**config.mk**
```make
export PLATFORM = sky130hd
export DESIGN_NAME = hoasl_front
export DESIGN_NICKNAME = d
export VERILOG_FILES = /design/src/sv/hoasl_pkg.sv /design/src/sv/hoasl_front.sv
export SDC_FILE = /design/constraint.sdc
export NUM_CORES = 1
export LEC_CHECK = 0
export BUFFER_PORTS_ARGS = -buffer_cell sky130_fd_sc_hd__buf_4
export CAP_MARGIN = 15
export CORE_ASPECT_RATIO = 1.4
export CORE_MARGIN = 1
export CORE_UTILIZATION = 40
export CTS_BUF_LIST = sky130_fd_sc_hd__clkbuf_2
export DETAILED_ROUTE_END_ITERATION = 10
export GPL_TIMING_DRIVEN = 0
export PLACE_DENSITY = 0.64
export SETUP_SLACK_MARGIN = 0.5
export SLEW_MARGIN = 20
export SYNTH_ARGS = -nofsm -noshare
export SYNTH_HDL_FRONTEND = slang
export SYNTH_SLANG_ARGS = --single-unit
export TNS_END_PERCENT = 100
```
**constraint.sdc**
```tcl
create_clock -name clock -period 12.6 [get_ports clock]
set_input_delay 1.89 -clock clock [delete_from_list [all_inputs] [get_ports clock]]
set_output_delay 1.89 -clock clock [all_outputs]
set_load 0.01 [all_outputs]
```
**src/sv/hoasl_pkg.sv**
```systemverilog
// hoasl_pkg: shared constants, register codes and the arctangent step table
// for the hard or atan soft limiter; depends on nothing else
`timescale 1ns / 1ps

package hoasl_pkg;

   // magnitudes wider than this many bits are halved before the cordic
   localparam int NORM_BITS = 46;

   // pi in q2.13
   localparam int PI_BITS = 15;
   localparam logic [PI_BITS-1:0] PI_Q13 = 15'd25736;

   // the range operand enters the cordic scaled by 2^13
   localparam int X_SHIFT = 13;

   // cordic angle accumulator, units of pi * 2^-30
   localparam int MAX_STAGES  = 32;
   localparam int ANGLE_BITS  = 32;
   localparam int ROUND_SHIFT = 30;

   typedef enum logic [1:0] {
      CSR_GAIN,
      CSR_BOTTOM,
      CSR_TOP,
      CSR_MODE
   } csr_index_type;

   typedef enum logic {
      MODE_LINEAR,
      MODE_ATAN
   } curve_mode_type;

   // round(atan(2^-i) / pi * 2^30)
   function automatic logic signed [ANGLE_BITS-1:0] atan_entry(input int unsigned idx);
      logic signed [ANGLE_BITS-1:0] val;
      case (idx)
         0:  val = 32'sd268435456;
         1:  val = 32'sd158466703;
         2:  val = 32'sd83729454;
         3:  val = 32'sd42502378;
         4:  val = 32'sd21333666;
         5:  val = 32'sd10677233;
         6:  val = 32'sd5339919;
         7:  val = 32'sd2670123;
         8:  val = 32'sd1335082;
         9:  val = 32'sd667543;
         10: val = 32'sd333772;
         11: val = 32'sd166886;
         12: val = 32'sd83443;
         13: val = 32'sd41722;
         14: val = 32'sd20861;
         15: val = 32'sd10430;
         16: val = 32'sd5215;
         17: val = 32'sd2608;
         18: val = 32'sd1304;
         19: val = 32'sd652;
         20: val = 32'sd326;
         21: val = 32'sd163;
         22: val = 32'sd81;
         23: val = 32'sd41;
         24: val = 32'sd20;
         25: val = 32'sd10;
         26: val = 32'sd5;
         27: val = 32'sd3;
         28: val = 32'sd1;
         29: val = 32'sd1;
         default: val = '0;
      endcase
      return val;
   endfunction

endpackage

```
**src/sv/hoasl_front.sv**
```systemverilog
// hoasl_front: gain multiply, linear clamp, offset from mid level, range
// normalisation and cordic start vector; uses hoasl_pkg
`timescale 1ns / 1ps

module hoasl_front #(
   parameter int SAMPLE_WIDTH = 16,
   parameter int FRAC_BITS    = 12,
   parameter int DATA_WIDTH   = 50
) (
   input  logic                           clock,
   input  logic                           reset,
   input  logic                           in_valid,
   output logic                           in_take,
   input  logic signed [SAMPLE_WIDTH-1:0] in_sample,
   input  logic signed [SAMPLE_WIDTH-1:0] cfg_gain,
   input  logic signed [SAMPLE_WIDTH-1:0] cfg_bottom,
   input  logic signed [SAMPLE_WIDTH-1:0] cfg_top,
   input  logic signed [SAMPLE_WIDTH-1:0] cfg_mid,
   input  logic        [SAMPLE_WIDTH-1:0] cfg_range,
   output logic                           out_valid,
   input  logic                           out_take,
   output logic signed [DATA_WIDTH-1:0]   out_x,
   output logic signed [DATA_WIDTH-1:0]   out_y,
   output logic signed [SAMPLE_WIDTH-1:0] out_lin
);

   localparam int W   = SAMPLE_WIDTH;
   localparam int PW  = 2 * W;
   localparam int DW  = PW + 1;
   localparam int ADW = PW;
   localparam int NW  = (ADW > hoasl_pkg::NORM_BITS) ? hoasl_pkg::NORM_BITS : ADW;
   localparam int YMW = NW + hoasl_pkg::PI_BITS;

   localparam logic signed [PW-1:0] HALF = PW'(2 ** (FRAC_BITS - 1));
   localparam logic signed [PW-1:0] SMAX = {{(PW-W+1){1'b0}}, {(W-1){1'b1}}};
   localparam logic signed [PW-1:0] SMIN = {{(PW-W+1){1'b1}}, {(W-1){1'b0}}};

   // stage valid bits and flow control
   logic vld1_ff, vld2_ff, vld3_ff, vld4_ff;
   logic take1, take2, take3, take4;

   assign take4   = !vld4_ff || out_take;
   assign take3   = !vld3_ff || take4;
   assign take2   = !vld2_ff || take3;
   assign take1   = !vld1_ff || take2;
   assign in_take = take1;

   always_ff @(posedge clock) begin
      if (reset) begin
         vld1_ff <= 1'b0;
         vld2_ff <= 1'b0;
         vld3_ff <= 1'b0;
         vld4_ff <= 1'b0;
      end else begin
         if (take1) vld1_ff <= in_valid;
         if (take2) vld2_ff <= vld1_ff;
         if (take3) vld3_ff <= vld2_ff;
         if (take4) vld4_ff <= vld3_ff;
      end
   end

   // stage 1: exact product
   logic signed [PW-1:0] prod_ff, prod_in;
   assign prod_in = in_sample * cfg_gain;

   always_ff @(posedge clock) begin
      if (take1) prod_ff <= prod_in;
   end

   // stage 2: round, linear clamp, offset from mid and its magnitude
   logic signed [PW-1:0]  rounded;
   logic signed [PW-1:0]  sat_wide;
   logic signed [W-1:0]   sat;
   logic signed [W-1:0]   lin2_in, lin2_ff;
   logic signed [DW-1:0]  diff;
   logic signed [DW-1:0]  diff_abs;
   logic        [ADW-1:0] ad_in, ad_ff;
   logic                  neg2_in, neg2_ff;

   always_comb begin
      rounded = (prod_ff + HALF) >>> FRAC_BITS;
      if (rounded > SMAX)
         sat_wide = SMAX;
      else if (rounded < SMIN)
         sat_wide = SMIN;
      else
         sat_wide = rounded;
      sat = sat_wide[W-1:0];
      if (sat < cfg_bottom)
         lin2_in = cfg_bottom;
      else if (sat > cfg_top)
         lin2_in = cfg_top;
      else
         lin2_in = sat;
      diff     = {rounded[PW-1], rounded} - {{(DW-W){cfg_mid[W-1]}}, cfg_mid};
      neg2_in  = diff[DW-1];
      diff_abs = neg2_in ? -diff : diff;
      ad_in    = diff_abs[ADW-1:0];
   end

   always_ff @(posedge clock) begin
      if (take2) begin
         lin2_ff <= lin2_in;
         ad_ff   <= ad_in;
         neg2_ff <= neg2_in;
      end
   end

   // stage 3: halve both magnitudes until the offset fits the cordic
   logic [NW-1:0] ad_n_in, ad_n_ff;
   logic [W-1:0]  r_n_in, r_n_ff;
   logic signed [W-1:0] lin3_ff;
   logic          neg3_ff;

   if (ADW > hoasl_pkg::NORM_BITS) begin : g_norm
      localparam int EXTRA = ADW - hoasl_pkg::NORM_BITS;
      localparam int KW    = $clog2(EXTRA + 1);
      logic [KW-1:0] shift;

      // one past the highest set bit above the limit
      always_comb begin
         shift = '0;
         for (int j = 0; j < EXTRA; j++) begin
            if (ad_ff[hoasl_pkg::NORM_BITS + j]) shift = KW'(j + 1);
         end
      end

      assign ad_n_in = NW'(ad_ff >> shift);
      assign r_n_in  = cfg_range >> shift;
   end else begin : g_no_norm
      assign ad_n_in = ad_ff;
      assign r_n_in  = cfg_range;
   end

   always_ff @(posedge clock) begin
      if (take3) begin
         ad_n_ff <= ad_n_in;
         r_n_ff  <= r_n_in;
         neg3_ff <= neg2_ff;
         lin3_ff <= lin2_ff;
      end
   end

   // stage 4: cordic start vector, x = range * 2^13, y = +-offset * pi
   logic [YMW-1:0]              y_mag;
   logic signed [DATA_WIDTH-1:0] y_pos;
   logic signed [DATA_WIDTH-1:0] x4_in, x4_ff, y4_in, y4_ff;
   logic signed [W-1:0]          lin4_ff;

   always_comb begin
      y_mag = ad_n_ff * hoasl_pkg::PI_Q13;
      y_pos = $signed(DATA_WIDTH'(y_mag));
      y4_in = neg3_ff ? -y_pos : y_pos;
      x4_in = $signed(DATA_WIDTH'({r_n_ff, {hoasl_pkg::X_SHIFT{1'b0}}}));
   end

   always_ff @(posedge clock) begin
      if (take4) begin
         x4_ff   <= x4_in;
         y4_ff   <= y4_in;
         lin4_ff <= lin3_ff;
      end
   end

   assign out_valid = vld4_ff;
   assign out_x     = x4_ff;
   assign out_y     = y4_ff;
   assign out_lin   = lin4_ff;

endmodule

```
# After elaboration in Yosys (flattened, before gate mapping)
# Cells that the tools add are included.
[classes]
div = 0
n_bitwise = 0
muxes = 6
reduce_logical = 8
shifts = 0
eq_ne = 0
addsub = 4
mul = 2
magnitude_cmp = 4
[op_table]
columns = ["cell", "count"]
rows = [
  ["16-bit 2-to-1 mux", 4],
  ["47-bit negator with 50-bit output", 1],
  ["47-bit 2-to-1 mux", 1],
  ["32-bit by 12-bit multiplier with 44-bit output, second input constant", 1],
  ["32-bit by 13-bit adder with 32-bit output, second input constant", 1],
  ["16-bit by 16-bit multiplier with 32-bit output", 1],
  ["32-bit 2-to-1 mux", 1],
  ["21-bit negator with 32-bit output", 1],
  ["20-bit by 16-bit subtractor with 21-bit output", 1],
  ["20-bit by 16-bit > comparator with 1-bit output, second input constant", 1],
  ["20-bit by 16-bit less-than comparator with 1-bit output, second input constant", 1],
  ["16-bit > comparator", 1],
  ["16-bit less-than comparator", 1],
  ["1-bit logical NOT", 4],
  ["1-bit logical OR", 4],
]
[totals]
in_bits = 100
wordCells = 40
reg_bits = 232
latch_bits = 0
rom_bits = 0
output_inout_bits = 118
ram_bits = 0
memories = 0

# Logic depth before layout (Yosys ltp)
# Gate-level depths: netlist of run 1.
[logic_depth]
ltp_word = 7
depth_mapped = 24
depth_no_buf = 23

# Worst setup path after synthesis of run 1
# Ideal clock, no wire load.
[synth_timing]
path_kind = "input to register"
from = "input cfg_gain[1]"
to = "register prod_ff[31], data pin"
t_arrival_ns = 7.665
path_buffers = 1
path_stages = 22
setup_time_ns = 0.260
required_ns = 12.340
path_slack_ns = 4.675
path_cell_list = "clkbuf_1 > nand2_1 > inv_1 > fa_1 > fa_1 > inv_1 > fa_1 > fa_1 > inv_1 > fa_1 > inv_1 > fa_1 > inv_1 > ha_1 > and2_1 > nor2b_1 > nand4_1 > o31ai_1 > o41a_1 > a21o_1 > a21oi_1 > xnor2_1"
[synth_via]
elab_chain_len = 1
[synth_rtl]
columns = ["element", "line_no", "rtl"]
rows = [
  ["from (decl)", "hoasl_front.sv:15", "input logic signed [SAMPLE_WIDTH-1:0] cfg_gain,"],
  ["16-bit by 16-bit multiplier with 32-bit output", "hoasl_front.sv:64", "assign prod_in = in_sample * cfg_gain;"],
  ["via prod_in[31]", "hoasl_front.sv:63", "logic signed [PW-1:0] prod_ff, prod_in;"],
  ["to (signal assigned)", "hoasl_front.sv:67", "if (take1) prod_ff <= prod_in;"],
  ["to (decl)", "hoasl_front.sv:63", ""],
]
# The timed path passes the listed nets, and every way through them passes these cells.
# A chain may end at the register's enable or synchronous reset.

# Final worst setup path of run 1
[layout_timing]
from = "input cfg_gain[5]"
to = "register prod_ff[25], data pin"
# The elaborated chain is that of the path after synthesis.

==> results of run 1 <==
sequential cells by signal, summed over array words and instances (netlist names):
name,flops
ad_ff,32
out_lin,16
out_y,47
r_n_ff,16
out_valid,1
lin2_ff,16
neg2_ff,1
lin3_ff,16
out_x,16
ad_n_ff,32
prod_ff,21
vld3_ff,1
neg3_ff,1
vld2_ff,1
vld1_ff,1
kinds of logic (layout without fill, tap and decap cells):
kind of cell / count (synthesis) / after routing / synth area share, %
and+or+nand+nor: 612 / 612 / 11.9
other: 1 / 50 / 0.0147
AOI/OAI and AO/OA: 312 / 312 / 8.06
DFF: 218 / 218 / 25.6
adders and majority gates: 610 / 610 / 40.0
xor gates and xnor gates: 146 / 146 / 5.02
buffers and inverters: 510 / 785 / 8.09
muxes: 36 / 36 / 1.43
worst max path at each step:
stage                      from          end  slack (ns)  depth (start not counted)
global placement    cfg_gain[5]  prod_ff[31]        3.21                         23
finish              cfg_gain[5]  prod_ff[25]        4.02                         23
detailed placement  cfg_gain[5]  prod_ff[31]        3.14                         23
CTS                 cfg_gain[5]  prod_ff[31]        4.15                         23
global route        cfg_gain[5]  prod_ff[25]        3.79                         23
floorplan           cfg_gain[1]  prod_ff[31]        4.68                         22
synth_stat cells, drive strengths merged (5+ instances only):
cell type	count
buf	43
clkbuf	50
or4	6
nor3	33
a31oi	13
o211ai	8
a21oi	82
o41ai	5
and3	13
nor4	5
mux2i	33
a211o	8
o31a	5
o21bai	6
or3	8
o21a	21
fa	339
and4	5
a21o	25
o21ai	73
xnor2	94
xor2	52
ha	271
nand2	241
nand2b	24
o31ai	14
nor2b	18
nand3	31
nand4	20
edfxtp	214
inv	416
nor2	91
and2	106
a211oi	16
through the flow:
step / std cells / utilization [%] / hold slack [ns]
2_1_floorplan: 2492 / - / 0.400
3_3_place_gp: 3504 / 44.5 / 0.400
3_5_place_dp: 3507 / 44.6 / 0.405
4_1_cts: 3599 / 45.5 / 0.381
5_1_grt: 3601 / 45.5 / 0.401
6_report: 3601 / 45.5 / 0.380
routing by layer:
metal	vias up	GRT usage (%)	share of wire, %
li1	8581	-	-
met1	8966	19.0	35
met2	413	40.1	58
met3	166	1.48	2.5
met4	0	9.74	5.0
met5	-	0	0
area by class of cell:
class                      instances  area (um^2)  share of cell area, %
multi-input combinational       1764        17100                   59.6
buffer                            93          494                   1.72
timing repair buffer             183         1430                   4.98
inverter                         417         1570                   5.47
clock buffer                      58          290                   1.01
clock inverter                    34          255                  0.890
sequential                       218         6510                   22.7
antenna                            2         5.00                 0.0175
tap                              832         1040                   3.63
worst reg2reg max path: stages (launching register included):
cell      delay, ns
edfxtp_1       0.55
ha_1           0.37
fa_1           0.50
fa_1           0.56
fa_1           0.43
ha_1           0.31
ha_1           0.28
clkbuf_1       0.30
a21oi_1        0.16
o21ai_0        0.59
nand4_1        0.23
a31oi_1        0.30
nor2_1         0.10
xnor2_1        0.20
nor3_1         0.41
nand4_1        0.43
o41ai_2        0.46
xnor2_1        0.13
==> results by group, run 1 <==
Run status
  – Outcome: finished clean

Clock network
  – CTS tree: done
  – PostCTS Resize Cnt: 0
  – Worst-Skew Late Latency: 0.87 ns
  – Post-CTS Setup Bufs: 0
  – H-tree Lvls: 2
  – Max clock buf depth: 3
  – Clock Root Buffer: clkbuf_2
  – Post-CTS Hold Buffers: 0
  – Clk slew on worst S/H paths: 0.11 ns
  – TritonCTS Buffers: 49
  – Clk sink count: 218

Critical path
  – CP delay by family, top: adder cells
  – Cell repeated most along the worst path: fa_1
  – Worst R2R End: out_y[43]
  – Crit. End Element: flop
  – Reg2reg path depth: 17
  – Worst path slowest cell: nor3_1
  – WP buf/inv: 5
  – Reg2reg start: ad_n_ff[8]
  – Worst setup path category: primary input to flop
  – Critical path required time: 13.21 ns
  – Crit-path max FO: 10
  – R2R setup slack: 6.09 ns
  – Crit path largest cell delay: 0.69 ns
  – Startpoint class of the critical path: primary input
  – Crit path DAT: 9.19 ns
  – Cell Chain, Critical Path: buf_4 -> clkbuf_1 -> nand2_1 -> fa_1 -> inv_1 -> fa_1 -> ha_1 -> inv_1 -> fa_1 -> fa_1 -> fa_1 -> inv_1 -> ha_1 -> a21o_1 -> a21o_1 -> a221oi_1 -> a31oi_1 -> nor3_1 -> o31ai_1 -> a221o_1 -> a21o_1 -> a21oi_1 -> xnor2_1

Floorplanning
  – Initial core utilization: 40.4%
  – Die area: 64,700 um^2
  – Num rows: 109
  – Die Y: 301 um
  – I/O pins: 218
  – Die X: 215 um
  – Total core area: 63,000 um^2

Yosys
  – Synth warnings: 0
  – Post-synth EDFFs: 214
  – Cell Area, Synth: 25,500 um^2
  – Cells after Synth: 2,445
  – Asr flop ratio synth: 0%
  – Synth top area cells: fa_1, edfxtp_1, ha_1, inv_1, nand2_1
  – Synth Register Bits: 218
  – Synth cell types: 75
  – Leading area contributor after synthesis: fa_1
  – Most used DFF post-synth: edfxtp_1
  – Sequential area share after synthesis: 25.6%
  – Syn_area_per_cell: 10.4 um^2
  – Area share of the largest cell type after synthesis: 26.7%

Finish
  – NumNets Final: 3,436
  – Area Growth Syn to Fin: 12.6%
  – Number of fill cells: 6,049
  – Most frequent cells in the layout: inv_1, fa_1, ha_1
  – Most common cell after layout, fill and taps aside: inv_1
  – Cell area after layout: 28,700 um^2
  – Layout cells sized above 1: 11.7%

Timing
  – Setup TNS: 0 ns
  – Rel. slew slack: 29.7%
  – Final setup vio count: 0
  – Hold Violations, Final: 0
  – Slew Limit Fails: 0
  – F_max: 117 MHz
  – Worst Tran Pin Value: 1.05 ns
  – Layout Skew: 0.0951 ns
  – Fin worst setup slack: 4.02 ns
  – Period utilization: 68.1%
  – Final min period: 8.58 ns
  – RSZ-0062 raised after global routing: no

Placed design
  – Post-Place Setup Slack: 3.14 ns
  – Post-DP HPWL: 53,400 um
  – RePlAce Congestion: 0.931
  – Placed Area: 28,100 um^2
  – Port bufs: 180

Route
  – WL final: 62,500 um
  – Antenna Violating Nets Remaining: 0
  – Drt pass-1 iters: 6
  – Drt initial violations: 746
  – Residual DRC: 0
  – DR vias/cell: 5.03
  – Avg WL per Cell: 17.4 um
  – Vias: 18,100

Hold path
  – Worst min-delay path class: flop to flop
  – Hold Path Sink: ad_n_ff[28]
  – Hold Crit Start: ad_ff[28]
  – Hold path depth: 0

Global route
  – Gr ovfl total: 0
  – Pin count of the biggest net entering global routing: 62
  – Vias in the first global route: 19,600
  – First-pass GRT wire length: 99,000 um
  – Initial antenna violation count: 2
  – Gr usage total: 19.5%

Run
  – Max Cap Violations: 0
Power of run 1 is not shown: default switching activity piles up to over one toggle a cycle in this logic, so the estimate is an artifact.
==> run 2: changes to the inputs <==
clock period = 7.9 ns   (was 12.6 ns; I/O delays follow)
==> run 2 against run 1 <==
Net effect: design area about the same; via count increased by 0.18%; clock skew grew 0.0069 ns; die area did not move; first-iteration DRC count grew 0.80%; critical path type unchanged; worst setup slack lost 3.4 ns; critical endpoint unchanged.
==> results by group, run 2 (synthesis results as in run 1) <==
Run status
  – Outcome: finished clean

Critical path
  – Critical path required time: 8.52 ns (-4.69 ns)
  – Reg2reg path depth: 17 (unchanged)
  – Reg2reg start: ad_n_ff[8]
  – Worst setup path category: primary input to flop
  – Startpoint class of the critical path: primary input
  – Crit-path max FO: 10 (unchanged)
  – Crit path DAT: 7.86 ns (-1.33 ns)
  – Worst R2R End: out_y[43]
  – R2R setup slack: 1.40 ns (-4.69 ns)
  – Crit. End Element: flop

Run
  – Max Cap Violations: 0 (unchanged)

Clock network
  – CTS tree: done
  – Worst-Skew Late Latency: 0.88 ns (about the same)
  – H-tree Lvls: 2 (unchanged)
  – Post-CTS Setup Bufs: 0 (unchanged)
  – Clk sink count: 218 (unchanged)
  – Clk slew on worst S/H paths: 0.11 ns (about the same)
  – Clock Root Buffer: clkbuf_2
  – TritonCTS Buffers: 49 (unchanged)
  – Max clock buf depth: 3 (unchanged)

Finish
  – Area Growth Syn to Fin: 12.6% (about the same)
  – Layout cells sized above 1: 11.9% (+0.18 points)
  – NumNets Final: 3,436 (unchanged)
  – Most frequent cells in the layout: inv_1, fa_1, ha_1
  – Most common cell after layout, fill and taps aside: inv_1
  – Number of fill cells: 6,045 (-0.066%)
  – Multi-input gate area in the final layout: 17,100 um^2 (about the same)
  – Register area: 6510 um^2 (unchanged)
  – Max reg flops: 47 (unchanged)
  – Fin util: 45.5% (about the same)

Global route
  – Gr usage total: 19.5% (about the same)
  – Vias in the first global route: 19,600 (-0.036%)
  – Pin count of the biggest net entering global routing: 62 (unchanged)
  – Gr ovfl total: 0 (unchanged)
  – Initial antenna violation count: 2 (unchanged)
  – First-pass GRT wire length: 99,000 um (unchanged)

Hold path
  – Hold path depth: 0 (unchanged)
  – Hold Crit Start: ad_ff[28]
  – Hold Path Sink: ad_n_ff[28]
  – Worst min-delay path class: flop to flop

Floorplanning
  – I/O pins: 218 (unchanged)
  – Total core area: 63,000 um^2 (unchanged)
  – Die X: 215 um (unchanged)
  – Initial core utilization: 40.4% (unchanged)
  – Num rows: 109 (unchanged)
  – Die Y: 301 um (unchanged)
  – Die area: 64,700 um^2 (unchanged)

Route
  – DR vias/cell: 5.04 (+0.18%)
  – Drt pass-1 iters: 6 (unchanged)
  – Drt initial violations: 752 (+0.80%)
  – Residual DRC: 0 (unchanged)
  – WL final: 62,500 um (about the same)
  – Antenna Violating Nets Remaining: 0 (unchanged)
  – Avg WL per Cell: 17.4 um (about the same)
  – Vias: 18,200 (+0.18%)

Timing
  – Period utilization: 91.6%
  – Final min period: 7.24 ns
  – Slew Limit Fails: 0 (unchanged)
  – RSZ-0062 raised after global routing: yes
  – Rel. slew slack: 30.1% (+0.38 points)
  – Hold Violations, Final: 0 (unchanged)
  – Setup TNS: 0 ns (unchanged)
  – Fin worst setup slack: 0.663 ns (-3.36 ns)
  – Final setup vio count: 0 (unchanged)
  – Worst Tran Pin Value: 1.05 ns (-0.00566 ns)
  – Layout Skew: 0.102 ns (+0.00687 ns)
  – F_max: 138 MHz

Placed design
  – Post-Place Setup Slack: -0.851 ns (-3.99 ns)
  – RePlAce Congestion: 0.931 (unchanged)
  – Post-DP HPWL: 53,400 um (unchanged)
  – Port bufs: 180 (unchanged)
-- run 2: cell count changes in the layout (fill, tap and decap cells not counted) --
cell      change
clkbuf_1      -2
a221oi_1      -1
nor3_2        +1
nor3_1        -1
a221oi_2      +1
fa_2          +1
fa_1          -1
clkbuf_2      +2
-- run 2: worst max-delay path, stage by stage --
cell and delay, ns:
buf_4 0.18, clkbuf_1 0.48, nand2_1 0.14, fa_1 0.54
inv_1 0.06, fa_1 0.55, ha_1 0.14, inv_1 0.05
fa_1 0.56, fa_1 0.47, fa_1 0.56, inv_1 0.05
ha_1 0.31, a21o_1 0.17, a21o_1 0.18, a221oi_2 0.42
a31oi_1 0.31, nor3_2 0.40, o31ai_1 0.21, a221o_1 0.40
a21o_1 0.21, a21oi_1 0.19, xnor2_1 0.09
-- run 2: worst max path at each step --
| stage | depth (start not counted) | slack [ns] | start | endpoint |
|---|---|---|---|---|
| floorplan | 22 | 0.68 | cfg_gain[1] | prod_ff[31] |
| finish | 23 | 0.66 | cfg_gain[4] | prod_ff[25] |
| detailed placement | 23 | -0.85 | cfg_gain[5] | prod_ff[31] |
| global route | 22 | 0.47 | in_sample[9] | prod_ff[25] |
| CTS | 23 | 0.51 | cfg_gain[6] | prod_ff[31] |
| global placement | 23 | -0.78 | cfg_gain[5] | prod_ff[31] |
-- run 2: area by class of cell --
class	count	share of cell area, %
timing repair buffer	183	4.97
multi-input combinational	1764	59.6
buffer	93	1.73
tap	832	3.63
sequential	218	22.7
clock inverter	34	0.890
inverter	417	5.47
clock buffer	58	1.01
antenna	2	0.0175
-- run 2: repair_timing --
item,CTS,global route
endpoints found under the setup margin,5,5
resized for setup,2,4
pin swaps,1,0
hold buffers,0,0
-- run 2: per-layer routing --
| metal | vias to the layer above | share of wire [%] | track usage, % |
|---|---|---|---|
| met1 | 9002 | 35 | 19.0 |
| met4 | 0 | 5.0 | 9.79 |
| met3 | 164 | 2.5 | 1.48 |
| met2 | 414 | 58 | 40.1 |
| met5 | - | 0 | 0 |
| li1 | 8578 | - | - |
-- run 2: stage by stage --
step | cells | hold WS (ns) | area [um^2]
after floorplan | 2492 | 0.400 | 25600
after global placement | 3504 | 0.400 | 28000
after detailed placement | 3507 | 0.405 | 28100
after CTS | 3599 | 0.371 | 28700
after global routing | 3601 | 0.396 | 28700
final | 3601 | 0.382 | 28700
Power of run 2 is left out for the same reason.
==> run 3: changes to the inputs <==
RECOVER_POWER = 50   (was unset)
==> run 3 against run 2 <==
Net effect: flip-flop and latch count stayed put; die area did not move; critical path type unchanged; highest routed layer unchanged; global-route usage unchanged; count of clock-buffer cells in the layout did not move; maximum frequency is 0.27% lower; sequential share of layout area about the same; non-clock buffer count is the same; utilization fell by 0.089 points; first-iteration DRC count shrank 1.6%; via count barely moved; worst setup slack worse by 0.020 ns; the run now ends with max-capacitance violations, max-slew violations left; wire length is essentially flat.
==> results by group, run 3 (synthesis results as in run 1) <==
Clock network
  – H-tree Lvls: 2 (unchanged)
  – Max clock buf depth: 3 (unchanged)
  – Clk sink count: 218 (unchanged)
  – CTS tree: done
  – TritonCTS Buffers: 49 (unchanged)
  – Worst-Skew Late Latency: 0.87 ns (about the same)
  – Clk slew on worst S/H paths: 0.15 ns (+0.04 ns)
  – Post-CTS Hold Buffers: 0 (unchanged)
  – Post-CTS Setup Bufs: 0 (unchanged)
  – Clock Root Buffer: clkbuf_2

Critical path
  – Startpoint class of the critical path: primary input
  – Crit. End Element: flop
  – Worst setup path category: primary input to flop
  – Critical path required time: 8.53 ns (about the same)
  – Crit-path max FO: 10 (unchanged)
  – Crit path DAT: 7.89 ns (+0.03 ns)

Finish
  – Most frequent cells in the layout: inv_1, fa_1, ha_1
  – Cell area after layout: 28,600 um^2 (-0.20%)
  – Layout cells sized above 1: 11.7% (-0.14 points)
  – Max reg flops: 47 (unchanged)
  – Area Growth Syn to Fin: 12.4%
  – Most common cell after layout, fill and taps aside: inv_1
  – NumNets Final: 3,436 (unchanged)

Route
  – Drt pass-1 iters: 5 (-1)
  – Vias: 18,100 (-0.055%)
  – Antenna Violating Nets Remaining: 0 (unchanged)
  – Drt initial violations: 740 (-1.6%)
  – WL final: 62,500 um (about the same)
  – Avg WL per Cell: 17.4 um (about the same)
  – DR vias/cell: 5.04 (about the same)
  – Residual DRC: 0 (unchanged)

Global route
  – First-pass GRT wire length: 99,000 um (unchanged)
  – Pin count of the biggest net entering global routing: 62 (unchanged)
  – Gr ovfl total: 0 (unchanged)
  – Vias in the first global route: 19,600 (unchanged)
  – Gr usage total: 19.5% (unchanged)
  – Initial antenna violation count: 2 (unchanged)

Timing
  – RSZ-0062 raised after global routing: yes
  – Layout Skew: 0.0927 ns (-0.00926 ns)
  – Slew Limit Fails: 121 (+121)
  – Period utilization: 91.9% (+0.25 points)
  – Final setup vio count: 0 (unchanged)
  – F_max: 138 MHz (-0.27%)
  – Worst Tran Pin Value: 3.21 ns (+2.16 ns)
  – Final min period: 7.26 ns (+0.0198 ns)
  – Hold Violations, Final: 0 (unchanged)
  – Rel. slew slack: -114% (-140 points)

Hold path
  – Worst min-delay path class: flop to flop

Floorplanning
  – Die area: 64,700 um^2 (unchanged)
  – Num rows: 109 (unchanged)
  – Die Y: 301 um (unchanged)
  – Die X: 215 um (unchanged)
  – Initial core utilization: 40.4% (unchanged)
  – Total core area: 63,000 um^2 (unchanged)
  – I/O pins: 218 (unchanged)

Placed design
  – Post-DP HPWL: 53,400 um (unchanged)
  – Port bufs: 180 (unchanged)
  – RePlAce Congestion: 0.931 (unchanged)
  – Placed Area: 28,100 um^2 (unchanged)

Run status
  – Failing checks: max-capacitance violations, max-slew violations
  – Outcome: finished, violations left

Run
  – Max Cap Violations: 2 (+2)
[run 3: cell count changes in the layout (fill, tap and decap cells not counted), sizes merged]
cell      change
buf          -18
clkbuf       +18
clkinvlp      +1
inv           -1
[run 3: routing by layer]
| metal | up-vias | share of wire (%) | track usage, % |
|---|---|---|---|
| li1 | 8575 | - | - |
| met5 | - | 0 | 0 |
| met4 | 0 | 5.0 | 9.79 |
| met3 | 172 | 2.5 | 1.48 |
| met2 | 426 | 58 | 40.1 |
| met1 | 8975 | 35 | 19.0 |
[run 3: through the flow]
step	std cells	setup slack [ns]	util, %	hold WS (ns)	setup TNS, ns
2_1_floorplan	2492	0.680	-	0.400	0
4_1_cts	3599	0.515	45.5	0.371	0
3_5_place_dp	3507	-0.851	44.6	0.405	-4.90
5_1_grt	3601	0.473	45.4	0.401	0
6_report	3601	0.643	45.4	0.386	0
3_3_place_gp	3504	-0.781	44.5	0.400	-4.24
[run 3: worst paths after layout]
check	from	cells past startpoint	to	slack (ns)
setup / recovery	cfg_gain[4]	23	prod_ff[31]	0.64
hold / removal	ad_ff[28]	0	ad_n_ff[28]	0.39
hold reg to reg	ad_ff[28]	0	ad_n_ff[28]	0.39
setup reg to reg	ad_n_ff[8]	17	out_y[43]	1.41
[run 3: repair_timing]
| action | in CTS | in global routing |
|---|---|---|
| pin swaps | 1 | 0 |
| resized for setup | 2 | 4 |
| endpoints found under the setup margin | 5 | 5 |
[run 3: critical path, cell delays in order]
cell and delay, ns:
buf_4 0.18, clkbuf_1 0.49, nand2_1 0.14, fa_1 0.53, inv_1 0.06, fa_1 0.55, ha_1 0.14, inv_1 0.05
fa_1 0.56, fa_1 0.47, fa_1 0.56, inv_1 0.04, ha_1 0.31, a21o_1 0.17, a21o_1 0.18, a221oi_2 0.42
a31oi_1 0.31, nor3_2 0.40, o31ai_1 0.23, o41a_1 0.39, a21o_1 0.21, a21oi_1 0.18, xnor2_1 0.11
[run 3: area by class of cell]
cell class	count	area (um^2)
fillers	6056	34400
flip-flops and latches	218	6510
well taps	832	1040
diodes	2	5.00
multi-input cells	1764	17100
clock buffers	58	290
plain buffers	93	497
inverters	417	1570
clock inverters	34	255
repair buffers	183	1380
Power of run 3 is left out for the same reason.
